### src/acat_pkg.sv
// Shared constants and types for the access counter aging table.
// No dependencies; used by the core and its bound checker.
package acat_pkg;

  localparam int unsigned Entries = 256;
  localparam int unsigned IdxW    = $clog2(Entries);
  localparam int unsigned ActW    = IdxW + 1;
  localparam int unsigned CntW    = 8;
  localparam int unsigned AddrW   = 3;
  localparam int unsigned DataW   = 32;

  localparam logic [CntW-1:0] MaxCountRst = CntW'(127);
  localparam logic [ActW-1:0] ActiveRst   = ActW'(Entries);
  localparam logic [ActW-1:0] EntriesAct  = ActW'(Entries);
  localparam logic [CntW-1:0] CntSat      = '1;

  // register indexes (paddr[2])
  localparam logic RegMaxCount = 1'b0;
  localparam logic RegActive   = 1'b1;

  typedef enum logic [3:0] {
    ST_IDLE = 4'b0001,
    ST_MOD  = 4'b0010,
    ST_AGE  = 4'b0100,
    ST_DONE = 4'b1000
  } state_e;

  typedef struct packed {
    logic [CntW-1:0] count;
    logic            aged;
    logic            err;
  } result_t;

endpackage

### src/access_counter_aging_table_core.sv
// Access counter table with aging by halving: one RAM, read-modify-write sequencer.
// Depends on acat_pkg.
//
//   channel  | handshake                        | payload
//   ---------+----------------------------------+-------------------------------------
//   in       | in_valid_i / in_stall_o          | entry_index_i
//   out      | out_valid_o / out_stall_i        | count_after_o, aged_o, index_error_o
//   config   | psel/penable/pwrite/pready       | paddr, pwdata, prdata
//
// An access reads the counter RAM, then updates the counter and writes it back.
// An access that ages the table adds a pass over the active entries, pipelined read and
// write on the single RAM.
// Reset clears all counters at once through per-entry valid bits; no clearing pass.
// A finished word sits in the output register; the next word is taken while it waits,
// and its result is held until the output register frees.
module access_counter_aging_table_core (
  input  logic                         clk_i,
  input  logic                         rst_ni,
  input  logic                         in_valid_i,
  output logic                         in_stall_o,
  input  logic [acat_pkg::IdxW-1:0]    entry_index_i,
  output logic                         out_valid_o,
  input  logic                         out_stall_i,
  output logic [acat_pkg::CntW-1:0]    count_after_o,
  output logic                         aged_o,
  output logic                         index_error_o,
  input  logic                         psel,
  input  logic                         penable,
  input  logic                         pwrite,
  input  logic [acat_pkg::AddrW-1:0]   paddr,
  input  logic [acat_pkg::DataW-1:0]   pwdata,
  output logic [acat_pkg::DataW-1:0]   prdata,
  output logic                         pready
);

  acat_pkg::state_e state_q, state_d;

  logic [acat_pkg::CntW-1:0] max_count_q;
  logic [acat_pkg::ActW-1:0] active_q;
  logic [acat_pkg::ActW-1:0] n_eff;

  logic [acat_pkg::CntW-1:0] mem [acat_pkg::Entries];
  logic [acat_pkg::Entries-1:0] vld_q;
  logic [acat_pkg::CntW-1:0] rdata_q;
  logic                      rd_vld_q;

  logic                      rd_en;
  logic [acat_pkg::IdxW-1:0] raddr;
  logic                      we;
  logic [acat_pkg::IdxW-1:0] waddr;
  logic [acat_pkg::CntW-1:0] wdata;

  logic [acat_pkg::IdxW-1:0] idx_q;
  logic                      err_q, err_d;
  logic [acat_pkg::ActW-1:0] age_rd_ptr_q, age_rd_ptr_d;
  logic                      age_wr_vld_q, age_wr_vld_d;
  logic [acat_pkg::IdxW-1:0] age_wr_ptr_q;

  acat_pkg::result_t res_q, res_d, mod_res, out_q, out_d;
  logic              out_valid_q, out_valid_d;

  logic                      in_acc;
  logic                      out_free;
  logic                      cfg_wr;
  logic [acat_pkg::CntW-1:0] cur_cnt;
  logic [acat_pkg::CntW-1:0] inc_cnt;
  logic                      mod_aging;
  logic [acat_pkg::CntW-1:0] aged_cnt;

  assign in_acc   = in_valid_i && !in_stall_o;
  assign out_free = !out_valid_q || !out_stall_i;
  assign n_eff    = (active_q > acat_pkg::EntriesAct) ? acat_pkg::EntriesAct : active_q;

  // configuration port
  assign pready = 1'b1;
  assign cfg_wr = psel && penable && pwrite;

  always_ff @(posedge clk_i or negedge rst_ni) begin
    if (!rst_ni) begin
      max_count_q <= acat_pkg::MaxCountRst;
      active_q    <= acat_pkg::ActiveRst;
    end else if (cfg_wr) begin
      case (paddr[2])
        acat_pkg::RegMaxCount: max_count_q <= pwdata[acat_pkg::CntW-1:0];
        acat_pkg::RegActive:   active_q    <= pwdata[acat_pkg::ActW-1:0];
        default: ;
      endcase
    end
  end

  always_comb begin
    case (paddr[2])
      acat_pkg::RegMaxCount: prdata = acat_pkg::DataW'(max_count_q);
      acat_pkg::RegActive:   prdata = acat_pkg::DataW'(active_q);
      default:               prdata = '0;
    endcase
  end

  // counter RAM; a never-written entry reads as zero through its valid bit
  always_ff @(posedge clk_i) begin
    if (we) begin
      mem[waddr] <= wdata;
    end
    if (rd_en) begin
      rdata_q  <= mem[raddr];
      rd_vld_q <= vld_q[raddr];
    end
  end

  always_ff @(posedge clk_i or negedge rst_ni) begin
    if (!rst_ni) begin
      vld_q <= '0;
    end else if (we) begin
      vld_q[waddr] <= 1'b1;
    end
  end

  assign cur_cnt   = rd_vld_q ? rdata_q : '0;
  assign inc_cnt   = (cur_cnt == acat_pkg::CntSat) ? cur_cnt : cur_cnt + 1'b1;
  assign mod_aging = !err_q && (inc_cnt >= max_count_q);
  assign aged_cnt  = cur_cnt >> 1;

  always_comb begin
    mod_res.count = err_q ? '0 : (mod_aging ? (inc_cnt >> 1) : inc_cnt);
    mod_res.aged  = mod_aging;
    mod_res.err   = err_q;
  end

  always_comb begin
    state_d      = state_q;
    err_d        = err_q;
    res_d        = res_q;
    out_d        = out_q;
    age_rd_ptr_d = age_rd_ptr_q;
    age_wr_vld_d = 1'b0;
    rd_en        = 1'b0;
    raddr        = age_rd_ptr_q[acat_pkg::IdxW-1:0];
    we           = 1'b0;
    waddr        = age_wr_ptr_q;
    wdata        = aged_cnt;
    out_valid_d  = out_valid_q && out_stall_i;

    case (state_q)
      acat_pkg::ST_IDLE: begin
        if (in_acc) begin
          rd_en   = 1'b1;
          raddr   = entry_index_i;
          err_d   = {1'b0, entry_index_i} >= n_eff;
          state_d = acat_pkg::ST_MOD;
        end
      end
      acat_pkg::ST_MOD: begin
        we    = !err_q;
        waddr = idx_q;
        wdata = inc_cnt;
        res_d = mod_res;
        if (mod_aging) begin
          age_rd_ptr_d = '0;
          state_d      = acat_pkg::ST_AGE;
        end else if (out_free) begin
          out_d       = mod_res;
          out_valid_d = 1'b1;
          state_d     = acat_pkg::ST_IDLE;
        end else begin
          state_d = acat_pkg::ST_DONE;
        end
      end
      acat_pkg::ST_AGE: begin
        // read entry p while writing back entry p-1 halved
        we = age_wr_vld_q;
        if (age_rd_ptr_q < n_eff) begin
          rd_en        = 1'b1;
          age_rd_ptr_d = age_rd_ptr_q + 1'b1;
          age_wr_vld_d = 1'b1;
        end else if (!age_wr_vld_q) begin
          state_d = acat_pkg::ST_DONE;
        end
      end
      acat_pkg::ST_DONE: begin
        if (out_free) begin
          out_d       = res_q;
          out_valid_d = 1'b1;
          state_d     = acat_pkg::ST_IDLE;
        end
      end
      default: state_d = acat_pkg::ST_IDLE;
    endcase
  end

  always_ff @(posedge clk_i or negedge rst_ni) begin
    if (!rst_ni) begin
      state_q      <= acat_pkg::ST_IDLE;
      out_valid_q  <= 1'b0;
      age_wr_vld_q <= 1'b0;
    end else begin
      state_q      <= state_d;
      out_valid_q  <= out_valid_d;
      age_wr_vld_q <= age_wr_vld_d;
    end
  end

  always_ff @(posedge clk_i) begin
    if (in_acc) begin
      idx_q <= entry_index_i;
    end
    err_q        <= err_d;
    res_q        <= res_d;
    out_q        <= out_d;
    age_rd_ptr_q <= age_rd_ptr_d;
    age_wr_ptr_q <= age_rd_ptr_q[acat_pkg::IdxW-1:0];
  end

  assign in_stall_o    = (state_q != acat_pkg::ST_IDLE);
  assign out_valid_o   = out_valid_q;
  assign count_after_o = out_q.count;
  assign aged_o        = out_q.aged;
  assign index_error_o = out_q.err;

endmodule

### config.mk
export PLATFORM = sky130hd
export DESIGN_NAME = access_counter_aging_table_core
export DESIGN_NICKNAME = d
export VERILOG_FILES = /design/src/acat_pkg.sv /design/src/access_counter_aging_table_core.sv
export SDC_FILE = /design/constraint.sdc
export NUM_CORES = 2
export LEC_CHECK = 0
export BUFFER_PORTS_ARGS = -buffer_cell sky130_fd_sc_hd__buf_2
export CAP_MARGIN = 20
export CORE_UTILIZATION = 50
export DETAILED_ROUTE_END_ITERATION = 12
export GPL_TIMING_DRIVEN = 0
export PLACE_DENSITY = 0.69
export SYNTH_ARGS = -nofsm -noshare
export SYNTH_HDL_FRONTEND = slang
export SYNTH_SLANG_ARGS = --single-unit
### constraint.sdc
create_clock -name clk_i -period 14.4 [get_ports clk_i]
set_input_delay 0 -clock clk_i [delete_from_list [all_inputs] [get_ports clk_i]]
set_output_delay 0 -clock clk_i [all_outputs]
set_load 0.01 [all_outputs]
==> impl_metrics.py <==
metrics = {
    "clock_tree": {
        "clkTransAtPathRegs_ps": 60,
        "cts_setup_buffers": 0,
        "cts_hold_buf": 49,
        "htree_num_levels": 4,
        "cts_tree": "built",
        "cts_root_buf": "clkbuf_16",
        "cts_resized": 0,
        "cts_buffer_depth": 3,
        "cts_made_buffers": 230,
        "worstSkewPairLatency_ps": 890,
        "cts_sinks": 2382,
    },
    "sta": {
        "max_freq_ghz": 0.135,
        "fin_skew_ps": 31.7,
        "hold_slack_ps": 176,
        "setup_viol": 0,
        "slew_headroom": 0.113,
        "worstMarginPinSlew_ps": 1310,
        "final.period_utilization": 0.514,
        "rsz0062_at_grt": "false",
        "maxSlewViolCount": 0,
        "hold_viol_final": 0,
        "final.setup.tns_ps": 0,
        "min_period_ps": 7400,
    },
    "worst_setup_path": {
        "arrival_ps": 7990,
        "cp_max_fo": 10,
        "critPathLaunchType": "flop",
        "cp.required_ps": 14990,
        "ff2ff_path_depth": 11,
        "cp_common_cell": "buf_1",
        "endpoint_kind": "flop",
        "critPathSlowestCell": "o41ai_1",
        "crit_chain": "nor4b_4, a211oi_1, a31oi_4, clkbuf_1, buf_1, buf_1, a21oi_1, o41ai_1, nor4_1, buf_2, or3_1",
        "crit_path_max_incr_delay_ps": 1160,
        "path_class": "flop to flop",
    },
    "detailed_routing": {
        "drc": 0,
        "antenna_left": 0,
        "post_drt_wl_per_cell_um": 32.0,
        "vias": 59930,
        "avgViaCountPerCell": 6.34,
        "first_pass_iters": 7,
        "drt_wl_total_mm": 303,
        "drtIter0Drc": 9697,
    },
    "floorplanning": {
        "die_h_um": 436,
        "io_pins": 95,
        "die-area_um2": 190000,
        "core_area_um2": 188000,
        "start_util": 0.503,
        "rows": 159,
        "dieWidth_um": 436,
    },
    "cells_and_area": {
        "finalInstanceArea_um2": 108000,
        "nets": 6812,
        "instances_no_fill": 9460,
        "syn_to_final_growth_pct": 14.8,
        "drive_gt1_frac": 0.153,
    },
    "synthesis": {
        "yosysUniqueCellTypes": 70,
        "syn-cell-area_um2": 94400,
        "async_reset_ff_frac": 0.117,
        "synthFlopType": "edfxtp_1",
        "yosysWarnings": 0,
        "ys_seq_area_frac": 0.742,
        "ys_seq_elements": 2382,
        "syn_avg_cell_area_um2": 15.0,
        "synth_edf_count": 2095,
        "synth_cells": 6272,
    },
    "pwr": {
        "switchingPower_mw": 5.45,
        "swShare": 0.296,
        "clockPowerShare": 0.342,
        "power.static_leakage_nw": 40.8,
        "power-per-cell-area_nw_per_um2": 170,
        "seqPwrFrac": 0.453,
        "intPower_mw": 12.9,
        "vdd_drop_max_uv": 135,
        "p_comb_frac": 0.206,
    },
    "place": {
        "dp_cells": 8932,
        "placed_cell_area_um2": 99800,
        "io_buffer_count": 44,
        "hpwlAfterDp_mm": 211,
        "finalWeightedCongestion": 1.01,
    },
    "outcome": {
        "status": "complete, no violations",
    },
    "global_routing": {
        "overflow": 0,
        "grt_start_max_net_pins": 103,
        "grt_first_pass_wirelength_mm": 420,
        "antenna_found_initial": 17,
        "grt_pass1_vias": 57007,
        "grt_util_all_layers": 0.313,
    },
    "hold_path": {
        "min_path_cells": 5,
        "min_path_type": "input pin to flop",
    },
    "flow_run": {
        "cap_violations": 0,
    },
}
[metal layers]
metal / share of wire / GRT usage
met5: 0.00095 / 0.00680
met4: 0.065 / 0.178
met3: 0.12 / 0.0857
met2: 0.44 / 0.465
met1: 0.37 / 0.415
[metrics by stage]
step	setup WS, ps	power, mW	utilization
CTS	7590	18.2	0.576
floorplan	482	10.6	-
global placement	-16050	12.7	0.521
global route	7280	18.7	0.577
finish	7000	18.4	0.577
detailed placement	7600	12.1	0.532
[synth_stat cells (18+ instances only)]
master	count	area (um2)
o21ai_0	159	796
o31ai_1	26	195
buf_1	29	109
nand2_1	742	2790
nor2_1	280	1050
a21o_1	55	413
dfrtp_1	270	6760
mux2_2	68	766
nor4_1	98	613
inv_1	21	78.8
buf_2	124	621
ha_1	26	325
nand3b_1	20	150
a21oi_1	335	1680
o221ai_1	36	315
buf_4	32	240
o41ai_1	18	158
edfxtp_1	2095	62900
or4_1	94	706
clkbuf_1	194	728
o22ai_1	287	1800
nand3_1	82	410
or2_2	258	1610
mux2i_1	745	7460
[worst paths after layout]
kind	start	endpoint	slack, ps
worst max register to register	state_q[0]$_DFFE_PN1P_	rdata_q[4]$_DFFE_PP_	7000
max in group asynchronous	rst_ni	vld_q[65]$_DFFE_PN0P_	12840
min in group asynchronous	rst_ni	vld_q[171]$_DFFE_PN0P_	350
worst min register to register	age_rd_ptr_q[6]$_SDFFCE_PN0P_	age_wr_ptr_q[6]$_DFF_P_	430
worst max-delay path	state_q[0]$_DFFE_PN1P_	rdata_q[4]$_DFFE_PP_	7000
worst min-delay path	out_stall_i	state_q[0]$_DFFE_PN1P_	180
[registers in the layout (all words and copies together) (netlist names)]
signal,count
mem,2048
vld_q,256
res_q,10
active_q,9
age_rd_ptr_q,9
age_wr_ptr_q,8
count_after_o,8
idx_q,8
max_count_q,8
rdata_q,8
state_q,4
age_wr_vld_q,1
aged_o,1
err_q,1
index_error_o,1
out_valid_o,1
rd_vld_q,1
[cells by family (layout without fill, tap and decap cells)]
family / count (synthesis) / in the layout / synth area share
xor gates and xnor gates: 9 / 9 / 0.000835
and+or+nand+nor: 1660 / 1660 / 0.0846
adders and majority gates: 26 / 26 / 0.00345
buffers and inverters: 408 / 1057 / 0.0195
muxes: 820 / 820 / 0.0880
DFF: 2382 / 2382 / 0.742
other: 2 / 46 / 0.0000796
AOI/OAI and AO/OA: 965 / 965 / 0.0612
[critical path, delay by kind of cell (launching register included)]
family,cells,cell delay [ps]
compound gates,4,2390
buf+inv,4,3000
flops,1,560
simple gates,3,1130
[area by class of cell]
class | count | area, um2
fillers | 14344 | 79300
repair buffers | 210 | 2660
inverters | 25 | 93.8
flip-flops and latches | 2382 | 70100
well taps | 2495 | 3120
diodes | 22 | 55.1
multi-input cells | 3504 | 22700
clock buffers | 314 | 6350
plain buffers | 383 | 1760
clock inverters | 125 | 1490
[power by group through the flow]
stage | Sequential [mW] | Clock (mW) | Combinational (mW)
final | 8.32 | 6.28 | 3.78
after global routing | 8.32 | 6.53 | 3.85
after CTS | 8.32 | 6.27 | 3.65
after detailed placement | 8.46 | 0 | 3.62
after global placement | 9.52 | 0 | 3.18
after floorplan | 8.90 | 0 | 1.74
[layout by cell type, fill, tap and decap left out, types with 154 or more instances in the layout]
| master | count |
|---|---|
| clkbuf_16 | 232 |
| dfrtp_1 | 270 |
| clkbuf_1 | 236 |
| o21ai_0 | 154 |
| nand2_1 | 740 |
| nor2_1 | 279 |
| mux2i_1 | 745 |
| edfxtp_1 | 2095 |
| o22ai_1 | 287 |
| a21oi_1 | 335 |
| buf_2 | 181 |
| or2_2 | 258 |
No activity file was read; power rests on OpenSTA's default activity.
